==> config.mk <==
export PLATFORM = sky130hd
export DESIGN_NAME = led_matrix_scan_controller
export DESIGN_NICKNAME = d
export VERILOG_FILES = /design/src/rtl/core/lmsc_pkg.sv /design/src/rtl/core/led_matrix_scan_controller.sv /design/src/rtl/core/lmsc_front.sv /design/src/rtl/core/lmsc_queue.sv /design/src/rtl/core/lmsc_back.sv
export SDC_FILE = /design/constraint.sdc
export NUM_CORES = 1
export LEC_CHECK = 0
export BUFFER_PORTS_ARGS = -buffer_cell sky130_fd_sc_hd__buf_2
export CAP_MARGIN = 40
export CORE_ASPECT_RATIO = 1.75
export CORE_MARGIN = 10
export CORE_UTILIZATION = 40
export DETAILED_ROUTE_END_ITERATION = 6
export PLACE_DENSITY_LB_ADDON = 0.3
export SLEW_MARGIN = 20
export SYNTH_ARGS = -nofsm -noshare
export SYNTH_HDL_FRONTEND = slang
export SYNTH_SLANG_ARGS = --single-unit
==> constraint.sdc <==
create_clock -name clk -period 9.57 [get_ports clk]
set_input_delay 0.4785 -clock clk [delete_from_list [all_inputs] [get_ports clk]]
set_output_delay 0.4785 -clock clk [all_outputs]
set_load 0.02 [all_outputs]
==> src/rtl/core/lmsc_pkg.sv <==
// Shared types, constants and pattern functions for the LED matrix scan controller.
// Used by every module under rtl/core; depends on nothing else.
package lmsc_pkg;

  localparam int MATRIX_SIZE_DEF = 8;
  localparam int MAX_SIZE        = 16;
  localparam int POS_W           = 5;   // holds a 1-based position plus glyph offset
  localparam int ROW_W           = 4;
  localparam int DWELL_W         = 16;
  localparam int GLYPH_ROWS      = 5;
  localparam int GLYPH_COLS      = 3;
  localparam int QUEUE_DEPTH     = 2;

  typedef enum logic [2:0] {
    CMD_TICK   = 3'd0,
    CMD_PIXEL  = 3'd1,
    CMD_CLEAR  = 3'd2,
    CMD_DIGIT  = 3'd3,
    CMD_LETTER = 3'd4
  } lmsc_cmd_t;

  typedef enum logic [2:0] {
    OP_NOP,
    OP_TICK,
    OP_SET,
    OP_CLEAR_PX,
    OP_BLANK,
    OP_LETTER
  } lmsc_op_kind_t;

  typedef struct packed {
    logic [2:0] command;
    logic       pixel_value;
    logic [3:0] column;
    logic [3:0] row;
    logic [3:0] digit;
    logic       letter;
  } lmsc_req_t;

  typedef struct packed {
    logic [7:0] row_select_n;
    logic [7:0] column_data;
    logic [2:0] scan_row;
  } lmsc_res_t;

  // Decoded request: masks[dy] lands on frame row (base_row + dy), 1-based.
  typedef struct packed {
    lmsc_op_kind_t                          kind;
    logic [ROW_W-1:0]                       base_row;
    logic [GLYPH_ROWS-1:0][MAX_SIZE-1:0]    masks;
    logic                                   letter;
  } lmsc_op_t;

  typedef struct packed {
    logic empty;
    logic full;
  } lmsc_qstat_t;

  // 3x5 digit glyphs, top row in the high bits, left column first.
  function automatic logic [GLYPH_ROWS*GLYPH_COLS-1:0] glyph_bits(logic [3:0] d);
    logic [GLYPH_ROWS*GLYPH_COLS-1:0] g;
    case (d)
      4'd0:    g = 15'b111_101_101_101_111;
      4'd1:    g = 15'b001_011_001_001_001;
      4'd2:    g = 15'b111_001_111_100_111;
      4'd3:    g = 15'b111_001_111_001_111;
      4'd4:    g = 15'b101_101_111_001_001;
      4'd5:    g = 15'b111_100_111_001_111;
      4'd6:    g = 15'b111_100_111_101_111;
      4'd7:    g = 15'b111_001_001_001_001;
      4'd8:    g = 15'b111_101_111_101_111;
      4'd9:    g = 15'b111_101_111_001_111;
      default: g = '0;
    endcase
    return g;
  endfunction

  // Row r (1-based) of the S (which = 0) or T (which = 1) image on an n x n matrix.
  function automatic logic [MAX_SIZE-1:0] letter_row(logic which, int r, int n);
    logic [MAX_SIZE-1:0] m;
    int                  col;
    logic                inner;
    m = '0;
    for (int b = 0; b < MAX_SIZE; b++) begin
      col   = n - b;
      inner = (col >= 2) && (col <= n - 1);
      if (b < n) begin
        if (!which) begin
          m[b] = ((r == 1 || r == 2 || r == 4 || r == 5 || r == 7 || r == 8) && inner) ||
                 (r == 3 && (col == 2 || col == 3)) ||
                 (r == 6 && (col == 6 || col == 7));
        end else begin
          m[b] = ((r == 2 || r == 3) && inner) ||
                 ((col == 4 || col == 5) && r >= 2 && r <= n - 1);
        end
      end
    end
    return m;
  endfunction

endpackage

==> src/rtl/core/led_matrix_scan_controller.sv <==
// Top level of the LED matrix scan controller: front decoder, request queue, back end.
// Depends on lmsc_pkg, lmsc_front, lmsc_queue and lmsc_back.
//
//   Channel  Ports                        Transfer when
//   request  start, busy, in_req          start high and busy low
//   result   out_valid, out_res           out_valid high, one cycle, no back-pressure
//   config   cfg_valid, cfg_ready, cfg_data  cfg_valid and cfg_ready high
//
// A request's result passes through the front register, the queue and the back
// end's result register.
// The back end retires one request per cycle, so a new request is taken every cycle while busy is low.
// busy rises only when the front register holds a request and the queue is full.
// Reset (rst_n low, synchronous) clears the frame buffer, the scan row and the
// dwell counter, and sets row_dwell to 1; cfg_ready is always high.
module led_matrix_scan_controller #(
  parameter int MATRIX_SIZE = lmsc_pkg::MATRIX_SIZE_DEF
) (
  input  logic                          clk,
  input  logic                          rst_n,
  input  logic                          start,
  output logic                          busy,
  input  lmsc_pkg::lmsc_req_t           in_req,
  output logic                          out_valid,
  output lmsc_pkg::lmsc_res_t           out_res,
  input  logic                          cfg_valid,
  output logic                          cfg_ready,
  input  logic [lmsc_pkg::DWELL_W-1:0]  cfg_data
);

  lmsc_pkg::lmsc_qstat_t qstat;
  lmsc_pkg::lmsc_op_t    push_op;
  lmsc_pkg::lmsc_op_t    pop_op;
  logic                  push;
  logic                  pop;

  assign cfg_ready = 1'b1;

  lmsc_front #(
    .MATRIX_SIZE (MATRIX_SIZE)
  ) u_front (
    .clk     (clk),
    .rst_n   (rst_n),
    .start   (start),
    .req     (in_req),
    .qstat   (qstat),
    .busy    (busy),
    .push    (push),
    .push_op (push_op)
  );

  lmsc_queue u_queue (
    .clk     (clk),
    .rst_n   (rst_n),
    .push    (push),
    .push_op (push_op),
    .pop     (pop),
    .pop_op  (pop_op),
    .qstat   (qstat)
  );

  lmsc_back #(
    .MATRIX_SIZE (MATRIX_SIZE)
  ) u_back (
    .clk       (clk),
    .rst_n     (rst_n),
    .qstat     (qstat),
    .op        (pop_op),
    .pop       (pop),
    .cfg_we    (cfg_valid && cfg_ready),
    .cfg_data  (cfg_data),
    .out_valid (out_valid),
    .out_res   (out_res)
  );

endmodule

==> src/rtl/core/lmsc_front.sv <==
// Front end: takes requests, decodes them into row masks and holds one for the queue.
// Depends on lmsc_pkg.
module lmsc_front #(
  parameter int MATRIX_SIZE = lmsc_pkg::MATRIX_SIZE_DEF
) (
  input  logic                  clk,
  input  logic                  rst_n,
  input  logic                  start,
  input  lmsc_pkg::lmsc_req_t   req,
  input  lmsc_pkg::lmsc_qstat_t qstat,
  output logic                  busy,
  output logic                  push,
  output lmsc_pkg::lmsc_op_t    push_op
);

  localparam int PosW = lmsc_pkg::POS_W;
  localparam int GW   = lmsc_pkg::GLYPH_ROWS * lmsc_pkg::GLYPH_COLS;

  logic               fr_valid_r;
  logic               fr_valid_nxt;
  lmsc_pkg::lmsc_op_t fr_op_r;
  lmsc_pkg::lmsc_op_t dec_op;
  logic               accept;
  logic [GW-1:0]      glyph;
  logic [PosW-1:0]    colx;

  assign busy         = fr_valid_r && qstat.full;
  assign push         = fr_valid_r && !qstat.full;
  assign push_op      = fr_op_r;
  assign accept       = start && !busy;
  assign fr_valid_nxt = accept || (fr_valid_r && qstat.full);
  assign glyph        = lmsc_pkg::glyph_bits(req.digit);
  assign colx         = PosW'(req.column);

  always_comb begin
    dec_op          = '0;
    dec_op.kind     = lmsc_pkg::OP_NOP;
    dec_op.base_row = req.row;
    dec_op.letter   = req.letter;
    case (lmsc_pkg::lmsc_cmd_t'(req.command))
      lmsc_pkg::CMD_TICK: begin
        dec_op.kind = lmsc_pkg::OP_TICK;
      end
      lmsc_pkg::CMD_PIXEL: begin
        dec_op.kind = req.pixel_value ? lmsc_pkg::OP_SET : lmsc_pkg::OP_CLEAR_PX;
        // columns off the matrix leave the mask empty
        for (int b = 0; b < MATRIX_SIZE; b++) begin
          dec_op.masks[0][b] = (colx == PosW'(MATRIX_SIZE - b));
        end
      end
      lmsc_pkg::CMD_CLEAR: begin
        dec_op.kind = lmsc_pkg::OP_BLANK;
      end
      lmsc_pkg::CMD_DIGIT: begin
        dec_op.kind = lmsc_pkg::OP_SET;
        for (int dy = 0; dy < lmsc_pkg::GLYPH_ROWS; dy++) begin
          for (int dx = 0; dx < lmsc_pkg::GLYPH_COLS; dx++) begin
            for (int b = 0; b < MATRIX_SIZE; b++) begin
              if (glyph[GW-1-lmsc_pkg::GLYPH_COLS*dy-dx] &&
                  (colx + PosW'(dx) == PosW'(MATRIX_SIZE - b))) begin
                dec_op.masks[dy][b] = 1'b1;
              end
            end
          end
        end
      end
      lmsc_pkg::CMD_LETTER: begin
        dec_op.kind = lmsc_pkg::OP_LETTER;
      end
      default: begin
        dec_op.kind = lmsc_pkg::OP_NOP;
      end
    endcase
  end

  always_ff @(posedge clk) begin
    if (!rst_n) begin
      fr_valid_r <= 1'b0;
    end else begin
      fr_valid_r <= fr_valid_nxt;
    end
  end

  always_ff @(posedge clk) begin
    if (accept) begin
      fr_op_r <= dec_op;
    end
  end

endmodule

==> src/rtl/core/lmsc_queue.sv <==
// Short queue of decoded requests between front and back ends.
// Depends on lmsc_pkg.
module lmsc_queue (
  input  logic                  clk,
  input  logic                  rst_n,
  input  logic                  push,
  input  lmsc_pkg::lmsc_op_t    push_op,
  input  logic                  pop,
  output lmsc_pkg::lmsc_op_t    pop_op,
  output lmsc_pkg::lmsc_qstat_t qstat
);

  localparam int Depth = lmsc_pkg::QUEUE_DEPTH;
  localparam int PtrW  = (Depth > 1) ? $clog2(Depth) : 1;
  localparam int CntW  = $clog2(Depth + 1);

  lmsc_pkg::lmsc_op_t mem_r [Depth];
  logic [PtrW-1:0]    wr_ptr_r;
  logic [PtrW-1:0]    wr_ptr_nxt;
  logic [PtrW-1:0]    rd_ptr_r;
  logic [PtrW-1:0]    rd_ptr_nxt;
  logic [CntW-1:0]    count_r;
  logic [CntW-1:0]    count_nxt;
  logic               do_push;
  logic               do_pop;

  assign qstat.empty = (count_r == '0);
  assign qstat.full  = (count_r == CntW'(Depth));
  assign do_push     = push && !qstat.full;
  assign do_pop      = pop && !qstat.empty;
  assign pop_op      = mem_r[rd_ptr_r];

  always_comb begin
    wr_ptr_nxt = wr_ptr_r;
    rd_ptr_nxt = rd_ptr_r;
    count_nxt  = count_r;
    if (do_push) begin
      wr_ptr_nxt = (wr_ptr_r == PtrW'(Depth - 1)) ? '0 : wr_ptr_r + 1'b1;
    end
    if (do_pop) begin
      rd_ptr_nxt = (rd_ptr_r == PtrW'(Depth - 1)) ? '0 : rd_ptr_r + 1'b1;
    end
    if (do_push && !do_pop) begin
      count_nxt = count_r + 1'b1;
    end else if (do_pop && !do_push) begin
      count_nxt = count_r - 1'b1;
    end
  end

  always_ff @(posedge clk) begin
    if (!rst_n) begin
      wr_ptr_r <= '0;
      rd_ptr_r <= '0;
      count_r  <= '0;
    end else begin
      wr_ptr_r <= wr_ptr_nxt;
      rd_ptr_r <= rd_ptr_nxt;
      count_r  <= count_nxt;
    end
  end

  always_ff @(posedge clk) begin
    if (do_push) begin
      mem_r[wr_ptr_r] <= push_op;
    end
  end

endmodule

==> src/rtl/core/lmsc_back.sv <==
// Back end: frame buffer, row scan counters and the registered result.
// Depends on lmsc_pkg.
module lmsc_back #(
  parameter int MATRIX_SIZE = lmsc_pkg::MATRIX_SIZE_DEF
) (
  input  logic                          clk,
  input  logic                          rst_n,
  input  lmsc_pkg::lmsc_qstat_t         qstat,
  input  lmsc_pkg::lmsc_op_t            op,
  output logic                          pop,
  input  logic                          cfg_we,
  input  logic [lmsc_pkg::DWELL_W-1:0]  cfg_data,
  output logic                          out_valid,
  output lmsc_pkg::lmsc_res_t           out_res
);

  localparam int RW   = $clog2(MATRIX_SIZE);
  localparam int PosW = lmsc_pkg::POS_W;
  localparam int DW   = lmsc_pkg::DWELL_W;
  localparam int MaxW = lmsc_pkg::MAX_SIZE;
  localparam int ExtW = lmsc_pkg::ROW_W;

  logic [MATRIX_SIZE-1:0] fb_r   [MATRIX_SIZE];
  logic [MATRIX_SIZE-1:0] fb_nxt [MATRIX_SIZE];
  logic [RW-1:0]          ar_r;
  logic [RW-1:0]          ar_nxt;
  logic [DW-1:0]          dwell_r;
  logic [DW-1:0]          dwell_nxt;
  logic [DW-1:0]          row_dwell_r;
  logic                   out_valid_r;
  lmsc_pkg::lmsc_res_t    out_res_r;
  lmsc_pkg::lmsc_res_t    res_nxt;
  logic [MaxW-1:0]        lrow;
  logic [MaxW-1:0]        cur_row;
  logic                   hit;

  assign pop       = !qstat.empty;
  assign out_valid = out_valid_r;
  assign out_res   = out_res_r;

  always_comb begin
    fb_nxt    = fb_r;
    ar_nxt    = ar_r;
    dwell_nxt = dwell_r;
    lrow      = '0;
    hit       = 1'b0;
    if (pop) begin
      case (op.kind)
        lmsc_pkg::OP_TICK: begin
          if ({1'b0, dwell_r} + (DW + 1)'(1) >= {1'b0, row_dwell_r}) begin
            dwell_nxt = '0;
            ar_nxt    = (ar_r == RW'(MATRIX_SIZE - 1)) ? '0 : ar_r + 1'b1;
          end else begin
            dwell_nxt = dwell_r + 1'b1;
          end
        end
        lmsc_pkg::OP_SET: begin
          for (int i = 0; i < MATRIX_SIZE; i++) begin
            for (int dy = 0; dy < lmsc_pkg::GLYPH_ROWS; dy++) begin
              hit = (PosW'(op.base_row) + PosW'(dy) == PosW'(i + 1));
              if (hit) begin
                fb_nxt[i] = fb_nxt[i] | op.masks[dy][MATRIX_SIZE-1:0];
              end
            end
          end
        end
        lmsc_pkg::OP_CLEAR_PX: begin
          for (int i = 0; i < MATRIX_SIZE; i++) begin
            hit = (PosW'(op.base_row) == PosW'(i + 1));
            if (hit) begin
              fb_nxt[i] = fb_r[i] & ~op.masks[0][MATRIX_SIZE-1:0];
            end
          end
        end
        lmsc_pkg::OP_BLANK: begin
          for (int i = 0; i < MATRIX_SIZE; i++) begin
            fb_nxt[i] = '0;
          end
        end
        lmsc_pkg::OP_LETTER: begin
          for (int i = 0; i < MATRIX_SIZE; i++) begin
            lrow      = lmsc_pkg::letter_row(op.letter, i + 1, MATRIX_SIZE);
            fb_nxt[i] = lrow[MATRIX_SIZE-1:0];
          end
        end
        default: begin
          fb_nxt = fb_r;
        end
      endcase
    end
  end

  // Result shows the scanned row after the request has taken effect.
  always_comb begin
    cur_row              = MaxW'(fb_nxt[ar_nxt]);
    res_nxt.column_data  = cur_row[7:0];
    res_nxt.scan_row     = ExtW'(ar_nxt) < ExtW'(8) ? 3'(ar_nxt) : 3'(ar_nxt);
    for (int k = 0; k < 8; k++) begin
      res_nxt.row_select_n[k] = !(ExtW'(ar_nxt) == ExtW'(k));
    end
  end

  always_ff @(posedge clk) begin
    if (!rst_n) begin
      for (int i = 0; i < MATRIX_SIZE; i++) begin
        fb_r[i] <= '0;
      end
      ar_r        <= '0;
      dwell_r     <= '0;
      row_dwell_r <= DW'(1);
      out_valid_r <= 1'b0;
    end else begin
      fb_r        <= fb_nxt;
      ar_r        <= ar_nxt;
      dwell_r     <= dwell_nxt;
      out_valid_r <= pop;
      if (cfg_we) begin
        row_dwell_r <= cfg_data;
      end
    end
  end

  always_ff @(posedge clk) begin
    if (pop) begin
      out_res_r <= res_nxt;
    end
  end

endmodule

; ---- Yosys cells after proc, flatten, opt, wreduce, memory -nomap -nowiden
; Memory sizes are Yosys's and may differ from the RTL's. A register that Yosys moved wholly into a read port is not among the register bits.
; Cells that the tools add are included.
[classes]
add_sub_neg = 13
order_cmp = 2
eq_ne = 82
mux = 255
bitwise_logic = 51
reduce_logical = 144
[ops]
columns = cell, count
row1 = $mux W8, 114
row2 = $or A8 B8 Y8, 40
row3 = $pmux W64 S4, 1
row4 = $mux W1, 129
row5 = $eq A5 B3 Y1 const B, 24
row6 = $logic_and A1 B1 Y1, 118
row7 = $and A8 B8 Y8, 8
row8 = $mux W64, 1
row9 = $eq A5 B2 Y1 const B, 12
row10 = $eq A4 B3 Y1 const B, 8
row11 = $eq A5 B1 Y1 const B, 6
row12 = $eq A5 B4 Y1 const B, 6
row13 = $bmux W8 S3, 1
row14 = $eq A3 B3 Y1 const B, 8
row15 = $eq A3 B2 Y1 const B, 6
row16 = $add A16 B1 Y17 const B, 1
row17 = $ge A17 B16 Y1, 1
row18 = $add A16 B1 Y16 const B, 1
row19 = $eq A4 B2 Y1 const B, 4
row20 = $mux W16, 1
row21 = $pmux W8 S2, 1
row22 = $add A4 B2 Y5 const B, 3
row23 = $pmux W3 S5, 1
row24 = $logic_not A1 Y1, 12
row25 = 22 further kinds, 40
[totals]
register_bits = 172
ramBits = 96
rom_bits = 224
output_inout_bits = 22
memories = 2
[mem_list]
columns = memory, depth, word_bits, rd, rd_clocked_by_memory_dff, write_ports, line
row1 = (name not given), 16, 14, 1, 0, 0, lmsc_pkg.sv:62  ; case (d)
row2 = u_queue.mem_r, 2, 48, 1, 1, 1, lmsc_queue.sv:17  ; lmsc_pkg::lmsc_op_t mem_r [Depth];

; ---- Depth between registers and ports, before layout
; Gate-level depths: netlist of run 1.
[logic_depth]
ltp_word = 23
depth_mapped = 19
ltp_nobuf = 16

; ---- By module
; From an unflattened synthesis of run 1, not the netlist that was laid out.
[unflattened]
cells_unflattened = 1773
area_unflattened_um2 = 18243.7
[by_module_without_submodules]
columns = module, n_inst, cells_each, area_per_inst_um2
row1 = lmsc_back, 1, 1165, 8483.1
row2 = lmsc_queue, 1, 299, 6660.1
row3 = lmsc_front, 1, 307, 3089.2
row4 = led_matrix_scan_controller, 1, 2, 11.3

; ---- Least setup slack after synthesis of run 1
; OpenSTA, ideal clock, no wires.
[synth_path]
path_kind = register to register
start = register with a tool-made name
end = register u_back.out_res_r, in the netlist u_back.out_res[5], data pin
setup_ns = 0.264
arrival_ns = 3.537
required_ns = 9.306
slack_ns = 5.769
stages_incl_launch_ff = 19
n_path_buf = 7
cell_sequence = dfxtp_1 > buf_6 > buf_6 > buf_6 > buf_8 > buf_6 > buf_6 > a21oi_1 > inv_1 > ha_1 > or2_2 > xnor2_1 > buf_2 > o32ai_1 > or4_1 > a221oi_2 > nand2_1 > a32oi_1 > nand3_1
[synth_rtl]
columns = item, line
row1 = end signal: assignment, lmsc_back.sv:125  ; out_res_r <= res_nxt;
row2 = end: declaration, lmsc_back.sv:31  ; lmsc_pkg::lmsc_res_t out_res_r;

; ---- Worst setup path in the final report of run 1
[layout_path]
start = register u_back.dwell_r[0]
end = register u_back.out_res_r, in the netlist u_back.out_res[6], data pin
[layout_via]
elab_chain_cells = 9
[layout_rtl]
columns = item, line
row1 = start: declaration, lmsc_back.sv:27  ; logic [DW-1:0] dwell_r;
row2 = start signal: assignment, lmsc_back.sv:115  ; dwell_r <= dwell_nxt;
row3 = $add A16 B1 Y17, lmsc_back.sv:50  ; if ({1'b0, dwell_r} + (DW + 1)'(1) >= {1'b0, row_dwell_r}) begin
row4 = $ge A17 B16 Y1, lmsc_back.sv:50
row5 = $mux W3, lmsc_back.sv:50
row6 = $mux W3, lmsc_back.sv:48  ; case (op.kind)
row7 = $mux W3, lmsc_back.sv:47  ; if (pop) begin
row8 = $not A3 Y4 (implied by the code), lmsc_back.sv:95  ; cur_row = MaxW'(fb_nxt[ar_nxt]);
row9 = $bmux W8 S3, lmsc_back.sv:95
row10 = $mux W8 (implied by the code) (2 in series), lmsc_back.sv:95
row11 = named net u_back.cur_row[3], lmsc_back.sv:34  ; logic [MaxW-1:0] cur_row;
; The timed path passes the listed nets, and every way through them passes these cells. The select of a mux whose other input is x is not followed.
; A chain may end at the register's enable or synchronous reset.

==> results of run 1 <==
==> stage by stage <==
step	worst slack (ps)	std cells	hold WS, ps	area (um^2)	utilization, %
floorplan	5770	1568	421	15700	-
global placement	4840	2029	422	16200	42.1
detailed placement	4690	2043	432	16400	42.6
CTS	4680	2091	70.6	17300	45.0
global route	4220	2097	64.5	17400	45.2
finish	4680	2097	85.5	17400	45.2
==> placed cells by master, fill, tap and decap left out, types with 16 or more instances in the layout <==
master / count
a21oi_1: 83
buf_2: 58
and3_1: 16
a22oi_1: 42
mux2i_1: 58
inv_1: 37
a221o_1: 25
nor3_1: 32
o221ai_1: 48
nand3_1: 31
nor2_1: 152
buf_4: 33
mux2_2: 36
o22ai_1: 22
a32oi_1: 21
dfxtp_1: 105
clkbuf_16: 30
ha_1: 29
o21ai_0: 66
a221oi_1: 37
edfxtp_1: 163
nand2_1: 148
==> state kept, by name, indices dropped and copies added (netlist names), named ones only <==
| name | flops |
|---|---|
| u_queue.rd_ptr_r | 1 |
| u_front.fr_valid_r | 1 |
| u_queue.mem_r | 96 |
| u_back.out_res | 19 |
| u_back.row_dwell_r | 16 |
| u_queue.wr_ptr_r | 1 |
| u_front.push_op | 48 |
| u_back.ar_r | 3 |
| u_back.dwell_r | 16 |
| u_queue.count_r | 2 |
| u_back.out_valid | 1 |
| u_back.fb_r | 64 |
==> power by group <==
group          total (W)  internal, W  switching [W]
Clock            0.00112     0.000641       0.000482
Sequential       0.00145      0.00136      0.0000913
Combinational    0.00156     0.000508        0.00105
==> cells in the mapped netlist (17+ instances only) <==
| cell type | n | share of area [%] |
|---|---|---|
| a32oi_1 | 21 | 1.2 |
| nand3_1 | 31 | 0.99 |
| and3_1 | 17 | 0.68 |
| o221ai_1 | 48 | 2.7 |
| ha_1 | 29 | 2.3 |
| a22oi_1 | 42 | 2.0 |
| o22ai_1 | 24 | 0.96 |
| o21ai_0 | 66 | 2.1 |
| nor3_1 | 32 | 1.0 |
| buf_2 | 22 | 0.70 |
| a221o_1 | 25 | 1.6 |
| a21oi_1 | 83 | 2.7 |
| dfxtp_1 | 106 | 14 |
| mux2_2 | 36 | 2.6 |
| a221oi_1 | 37 | 2.1 |
| nor2_1 | 153 | 3.7 |
| edfxtp_1 | 163 | 31 |
| clkbuf_1 | 61 | 1.5 |
| inv_1 | 37 | 0.89 |
| nand2_1 | 148 | 3.5 |
| mux2i_1 | 58 | 3.7 |
==> worst reg2reg max path, delay by kind of cell (launching register included) <==
kind,cells,cell delay [ps]
AO/OA/AOI/OAI,5,1980
XOR/XNOR,1,250
adder cells (fa/ha/maj),2,550
buffers and inverters,1,430
flip-flops,1,390
AND/OR/NAND/NOR,5,1030
==> how the worst max path moves through the flow <==
stage	slack (ps)	from	to	cells past startpoint
floorplan	5770	flip-flop	u_back.out_res[5]$_DFFE_PN_	18
global placement	4840	u_back.dwell_r[0]$_SDFFE_PN0P_	u_back.out_res[3]$_DFFE_PN_	15
detailed placement	4690	u_back.dwell_r[0]$_SDFFE_PN0P_	u_back.out_res[6]$_DFFE_PN_	14
CTS	4680	u_back.dwell_r[0]$_SDFFE_PN0P_	u_back.out_res[6]$_DFFE_PN_	14
global route	4220	u_back.dwell_r[0]$_SDFFE_PN0P_	u_back.out_res[6]$_DFFE_PN_	14
finish	4680	u_back.dwell_r[0]$_SDFFE_PN0P_	u_back.out_res[6]$_DFFE_PN_	14
==> final cells by class <==
class / count / area (um^2) / share of cell area, %
clock buffer: 32 / 778 / 4.47
clock inverter: 16 / 164 / 0.942
inverter: 41 / 154 / 0.885
multi-input combinational: 1149 / 7960 / 45.8
sequential: 269 / 7020 / 40.4
tap: 485 / 607 / 3.49
timing repair buffer: 105 / 712 / 4.09
==> kinds of logic (layout without fill, tap and decap cells) <==
kind of cell | after synthesis | count (layout) | share of synthesized area, %
simple gates | 497 | 497 | 15.7
fa+ha+maj | 29 | 29 | 2.32
xor+xnor | 24 | 24 | 1.34
compound gates | 486 | 486 | 23.0
buf+inv | 150 | 194 | 4.61
flops | 269 | 269 | 44.8
other cells | 1 | 1 | 0.0240
mux | 112 | 112 | 8.23
==> metal layers <==
| metal | global-route usage, % | wire length (um) | vias up |
|---|---|---|---|
| met1 | 23.8 | 19400 | 6493 |
| met2 | 40.5 | 28000 | 746 |
| met4 | 18.0 | 5280 | 0 |
| li1 | - | - | 6150 |
| met3 | 3.60 | 3320 | 272 |
| met5 | 0 | 0 | - |
==> impl_table.tex, run 1 <==
\begin{tabular}{lr}
\hline
Metric & Value \\
\hline
\multicolumn{2}{l}{\textbf{Worst setup path}} \\
Critical-path top delay cell & o22a\_2 \\
Worst Path Max Fanout & 35 \\
Slowest cell delay on critical path & 500 ps \\
Count of cells along the worst register-to-register path & 14 \\
Sum of buffers and inverters on the critical path & 1 \\
Arrival time at the worst endpoint & 5190 ps \\
Internal reg-to-reg setup slack & 4680 ps \\
Sort of element at the end of the critical path & flip-flop \\
Launching point of the worst reg2reg path & u\_back.dwell\_r[0]\$\_SDFFE\_PN0P\_ \\
Cell breakdown of the critical path & ha\_1 -> nand3\_1 -> nor3\_1 -> nand2\_1 -> xnor2\_1 -> ha\_1 -> nand4\_1 -> nor4\_1 -> a211oi\_1 -> o221a\_2 -> o22a\_2 -> inv\_2 -> o311ai\_0 -> a31oi\_1 \\
Worst setup path class & flip-flop to flip-flop \\
Worst reg2reg path endpoint & u\_back.out\_res[6]\$\_DFFE\_PN\_ \\
Most common cell on crit path & ha\_1 \\
Worst EP required & 9870 ps \\
Critical path's top delay family & compound AO/OA/AOI/OAI gates \\
Worst Setup Start Kind & flip-flop \\
\multicolumn{2}{l}{\textbf{Logic synthesis}} \\
Main synth FF type & edfxtp\_1 \\
Post-synth ARST share & 0\% \\
Distinct cells, synth & 92 \\
Mapped Area & 0.0157 mm\^{}2 \\
Number of enable flip-flop cells after synthesis & 163 \\
Sequential-to-total area share from yosys stat & between 40\% and 50\% \\
Mapped Nets & $\sim$1600 \\
Yosys warnings & 0 \\
Count of state elements after synthesis & 269 \\
Instance count of the mapped netlist & 1568 \\
Avg Inst Size Synth & $\sim$10 um\^{}2 \\
\multicolumn{2}{l}{\textbf{Run status}} \\
Status & finished, final reports clean \\
\multicolumn{2}{l}{\textbf{CTS}} \\
Hold-fix buffers, CTS & 0 \\
Number of CTS-inserted buffers & 26 \\
TritonCTS clock tree & built \\
Buffer type at the clock tree root & clkbuf\_16 \\
Post CTS Setup Buffer Count & 0 \\
\# H-tree levels & 1 \\
Latest clock arrival within the worst-skew pair & $\sim$570 ps \\
Post-CTS clock slew at the launch and capture registers of the worst setup and hold paths & 70 ps \\
Deepest clock path buffer count & 3 \\
Post-CTS resize count & 0 \\
Clock sink count & $\sim$270 \\
\multicolumn{2}{l}{\textbf{Route}} \\
Number of optimization iterations in the first detailed-route pass & 6 \\
Wirelength per Cell & 26.7 um \\
Number of DRC markers in iteration 0 & 1324 \\
Per-cell via count in the routed design & 6.51 \\
Final Routed Wirelength & approximately 56000 um \\
Count of nets left with antenna violations after detail routing & 0 \\
Via count & 13700 \\
Remaining design rule violation count & 0 \\
\multicolumn{2}{l}{\textbf{Floorplan}} \\
Core Rows & 95 \\
Initial cell density of the core & 40.6\% \\
Chip width & 170 um \\
Top-Level Pins & 59 \\
Placeable core region & 0.0385 mm\^{}2 \\
Die Area & 0.0478 mm\^{}2 \\
Vertical extent of the die & about 280 um \\
\multicolumn{2}{l}{\textbf{Min path}} \\
Hold Path Origin & in\_req[6] \\
Hold Path Stages & 1 \\
WHS Endpoint & u\_front.push\_op[82]\$\_DFFE\_PP\_ \\
Worst min-delay path category & input pin to flip-flop \\
\multicolumn{2}{l}{\textbf{Global routing}} \\
Initial antenna violation count & 0 \\
First-pass GRT wire length & 85300 um \\
Tot GR Track Use & 23.0\% \\
GR Overflow Total & 0 \\
Via count of the first global-routing pass & approximately 14000 \\
Pin count of the biggest net entering global routing & 66 \\
\multicolumn{2}{l}{\textbf{Power}} \\
Leakage & 6.05 nW \\
Maximum vdd drop & 125 uV \\
Overall power after layout & a little over 0.004 W \\
Pwr dens & approximately 240 mW/mm\^{}2 \\
\multicolumn{2}{l}{\textbf{Placement}} \\
Half-perimeter wire length of the detailed placement result & between 40000 and 50000 um \\
Port Buf Inserts & 57 \\
Routability cong. & 1.00 \\
\multicolumn{2}{l}{\textbf{STA}} \\
Share of the cycle needed by the critical path after routing & 51.1\% \\
Final critical delay including setup and external delays & 4890 ps \\
Pin slew with the least headroom to its limit & $\sim$1100 ps \\
Final hold violations & 0 \\
Highest Clock Rate & 204 MHz \\
Tightest slew margin relative to the limit & 27.1\% \\
Number of max-slew violations in the final report & 0 \\
Setup violators final & 0 \\
Unrepaired setup endpoints after global routing & false \\
Summed negative setup slack over all endpoints & 0 ps \\
Final worst clock skew & 28.6 ps \\
\multicolumn{2}{l}{\textbf{Job}} \\
MaxCap Viol Count & 0 \\
\multicolumn{2}{l}{\textbf{Layout}} \\
Number of inserted diodes & 0 \\
Nets@finish & 1658 \\
Filler cell count in the final layout & 3657 \\
Area growth, synth to finish & 11.1\% \\
Fraction of final layout cells sized beyond drive strength 1 & 16.0\% \\
\hline
\end{tabular}
Note: power is estimated with default switching activity, not from simulation.
==> run 2: changes to the inputs <==
==> constraint.sdc (replaced) <==
create_clock -name clk -period 4.2 [get_ports clk]
set_input_delay 0.21 -clock clk [delete_from_list [all_inputs] [get_ports clk]]
set_output_delay 0.21 -clock clk [all_outputs]
set_load 0.02 [all_outputs]
==> impl_table.tex, run 2 (synthesis gave the netlist of run 1 again) <==
\begin{tabular}{lr}
\hline
Metric & Value \\
\hline
\multicolumn{2}{l}{\textbf{Worst setup path}} \\
Worst Path Max Fanout & 25 (was 35) \\
Worst Setup Start Kind & flip-flop (unchanged) \\
Launching point of the worst reg2reg path & u\_back.dwell\_r[0]\$\_SDFFE\_PN0P\_ (unchanged) \\
Sort of element at the end of the critical path & flip-flop (unchanged) \\
Worst reg2reg path endpoint & u\_back.out\_res[10]\$\_DFFE\_PN\_ (was u\_back.out\_res[6]\$\_DFFE\_PN\_) \\
Count of cells along the worst register-to-register path & 17 (was 14) \\
Internal reg-to-reg setup slack & 310 ps (was 4680 ps) \\
Worst setup path class & flip-flop to flip-flop (unchanged) \\
Worst EP required & 4510 ps (was 9870 ps) \\
Arrival time at the worst endpoint & 4200 ps (was 5190 ps) \\
\multicolumn{2}{l}{\textbf{Run status}} \\
Status & finished, final reports clean (unchanged) \\
\multicolumn{2}{l}{\textbf{Route}} \\
Remaining design rule violation count & 0 (unchanged) \\
Per-cell via count in the routed design & 6.36 (was 6.51) \\
Number of DRC markers in iteration 0 & 1219 (was 1324) \\
Number of optimization iterations in the first detailed-route pass & 6 (unchanged) \\
Count of nets left with antenna violations after detail routing & 0 (unchanged) \\
Final Routed Wirelength & 56600 um (was 56000 um) \\
Wirelength per Cell & 26.1 um (was 26.7 um) \\
Via count & 13800 (was 13700) \\
\multicolumn{2}{l}{\textbf{Placement}} \\
Port Buf Inserts & 57 (unchanged) \\
Setup slack after placement & 88.3 ps (was 4690 ps) \\
Half-perimeter wire length of the detailed placement result & 42600 um (was 41800 um) \\
Routability cong. & 1.10 (was 1.00) \\
\multicolumn{2}{l}{\textbf{STA}} \\
Final worst clock skew & 13.8 ps (was 28.6 ps) \\
Summed negative setup slack over all endpoints & 0 ps (unchanged) \\
Worst Setup Slack, final & 310 ps (was 4680 ps) \\
Number of max-slew violations in the final report & 0 (unchanged) \\
Final hold violations & 0 (unchanged) \\
Final critical delay including setup and external delays & 3890 ps (was 4890 ps) \\
Setup violators final & 0 (unchanged) \\
Pin slew with the least headroom to its limit & 963 ps (was 1090 ps) \\
Share of the cycle needed by the critical path after routing & 92.6\% (was 51.1\%) \\
Highest Clock Rate & 257 MHz (was 204 MHz) \\
Unrepaired setup endpoints after global routing & false (unchanged) \\
Tightest slew margin relative to the limit & 35.8\% (was 27.1\%) \\
\multicolumn{2}{l}{\textbf{Floorplan}} \\
Placeable core region & 0.0385 mm\^{}2 (unchanged) \\
Vertical extent of the die & 282 um (unchanged) \\
Core Rows & 95 (unchanged) \\
Initial cell density of the core & 40.6\% (unchanged) \\
Chip width & 170 um (unchanged) \\
Top-Level Pins & 59 (unchanged) \\
Die Area & 0.0478 mm\^{}2 (unchanged) \\
\multicolumn{2}{l}{\textbf{CTS}} \\
Number of CTS-inserted buffers & 26 (unchanged) \\
Clock sink count & 269 (unchanged) \\
TritonCTS clock tree & built (unchanged) \\
Deepest clock path buffer count & 3 (unchanged) \\
Buffer type at the clock tree root & clkbuf\_16 (unchanged) \\
Post-CTS clock slew at the launch and capture registers of the worst setup and hold paths & 70 ps (about the same) \\
Latest clock arrival within the worst-skew pair & 580 ps (was 570 ps) \\
\# H-tree levels & 1 (unchanged) \\
\multicolumn{2}{l}{\textbf{Layout}} \\
Filler cell count in the final layout & 3626 (was 3657) \\
Number of inserted diodes & 0 (unchanged) \\
Largest register by flop count & u\_queue.mem\_r (unchanged) \\
Nets@finish & 1731 (was 1658) \\
Most frequent standard cell in the layout excluding fill and tap cells & edfxtp\_1 (unchanged) \\
Max FFs per register & 96 (unchanged) \\
Commonest cells after routing, fill and taps aside & edfxtp\_1, nor2\_1, nand2\_1, dfxtp\_1, buf\_4 (was edfxtp\_1, nor2\_1, nand2\_1, dfxtp\_1, a21oi\_1) \\
Fraction of final layout cells sized beyond drive strength 1 & 17.9\% (was 16.0\%) \\
Area growth, synth to finish & 14.6\% (was 11.1\%) \\
\multicolumn{2}{l}{\textbf{Power}} \\
Leakage & 6.34 nW (was 6.05 nW) \\
Maximum vdd drop & 327 uV (was 125 uV) \\
Pwr dens & 527 mW/mm\^{}2 (was 238 mW/mm\^{}2) \\
\multicolumn{2}{l}{\textbf{Global routing}} \\
GR Overflow Total & 0 (unchanged) \\
Via count of the first global-routing pass & 13800 (was 13700) \\
Initial antenna violation count & 0 (unchanged) \\
Tot GR Track Use & 23.2\% (was 23.0\%) \\
Pin count of the biggest net entering global routing & 59 (was 66) \\
First-pass GRT wire length & 85700 um (was 85300 um) \\
\multicolumn{2}{l}{\textbf{Min path}} \\
Hold Path Stages & 3 (was 1) \\
Worst min-delay path category & input pin to flip-flop (unchanged) \\
Hold Path Origin & in\_req[13] (was in\_req[6]) \\
WHS Endpoint & u\_front.push\_op[85]\$\_DFFE\_PP\_ (was u\_front.push\_op[82]\$\_DFFE\_PP\_) \\
\multicolumn{2}{l}{\textbf{Job}} \\
MaxCap Viol Count & 0 (unchanged) \\
\hline
\end{tabular}
## run 2: cell count changes in the layout (fill, tap and decap cells not counted), sizes merged
cell,delta
bufinv,+2
inv,-2
clkbuf,-6
clkinv,-2
dlygate4sd3,+24
buf,+53
clkinvlp,+2
## run 2: critical path: stages (launching register included)
cell	delay (ps)
dfxtp_2	360
and3_1	240
and2_1	200
and3_1	210
nand3_1	170
nor2_1	170
xor2_1	200
ha_1	290
a311oi_1	260
o21ai_1	130
a32oi_1	200
a211oi_2	110
o22a_2	280
inv_4	130
buf_12	200
mux2i_1	110
a32oi_1	190
o221ai_1	150
## run 2: metal layers
metal  GRT usage [%]  up-vias  routed length (um)
met5               0        -                   0
met4            16.6        0                4840
met3            3.75      243                3420
met2            42.7      694               29400
met1            23.1     6552               19000
li1                -     6291                   -
## run 2: through the flow
| step | instance area, um^2 | utilization [%] | std cells | total power (W) | hold WS (ps) |
|---|---|---|---|---|---|
| after floorplan | 15700 | - | 1568 | 0.00568 | 272 |
| after global routing | 17900 | 46.6 | 2168 | 0.00983 | 35.7 |
| after CTS | 17900 | 46.4 | 2161 | 0.00937 | 19.8 |
| final | 17900 | 46.6 | 2168 | 0.00945 | 28.9 |
| after global placement | 16600 | 43.2 | 2083 | 0.00680 | 387 |
| after detailed placement | 16700 | 43.4 | 2091 | 0.00684 | 388 |
## run 2: cell type report
class / instances / area [um^2] / share of cell area, %
timing repair buffer: 178 / 1310 / 7.28
inverter: 41 / 156 / 0.872
clock inverter: 16 / 218 / 1.21
tap: 485 / 607 / 3.38
clock buffer: 30 / 687 / 3.83
sequential: 269 / 7020 / 39.1
multi-input combinational: 1149 / 7950 / 44.3
## run 2: power breakdown
part | total (W) | switching, W | internal, W
Clock | 0.00251 | 0.00107 | 0.00143
Sequential | 0.00325 | 0.000155 | 0.00310
Combinational | 0.00369 | 0.00245 | 0.00123
Total | 0.00945 | 0.00368 | 0.00577
## run 2: worst max path at each step
stage / start / endpoint / slack, ps / cells after the start
after CTS: u_back.dwell_r[0]$_SDFFE_PN0P_ / u_back.out_res[10]$_DFFE_PN_ / 60 / 16
after floorplan: flip-flop / u_back.out_res[5]$_DFFE_PN_ / 400 / 18
final: u_back.dwell_r[0]$_SDFFE_PN0P_ / u_back.out_res[10]$_DFFE_PN_ / 310 / 17
after detailed placement: u_back.dwell_r[0]$_SDFFE_PN0P_ / u_back.out_res[10]$_DFFE_PN_ / 90 / 16
after global routing: u_back.dwell_r[0]$_SDFFE_PN0P_ / u_back.out_res[10]$_DFFE_PN_ / 40 / 16
after global placement: u_back.dwell_r[0]$_SDFFE_PN0P_ / u_back.out_res[10]$_DFFE_PN_ / 240 / 16
## run 2: what timing repair did
action | 4_1_cts | 5_1_grt
hold buffers | 24 | 0
gates resized for setup | 0 | 7
buffers inserted | 0 | 1
setup endpoints to repair | 0 | 9
endpoints found under the hold margin | 23 | 0
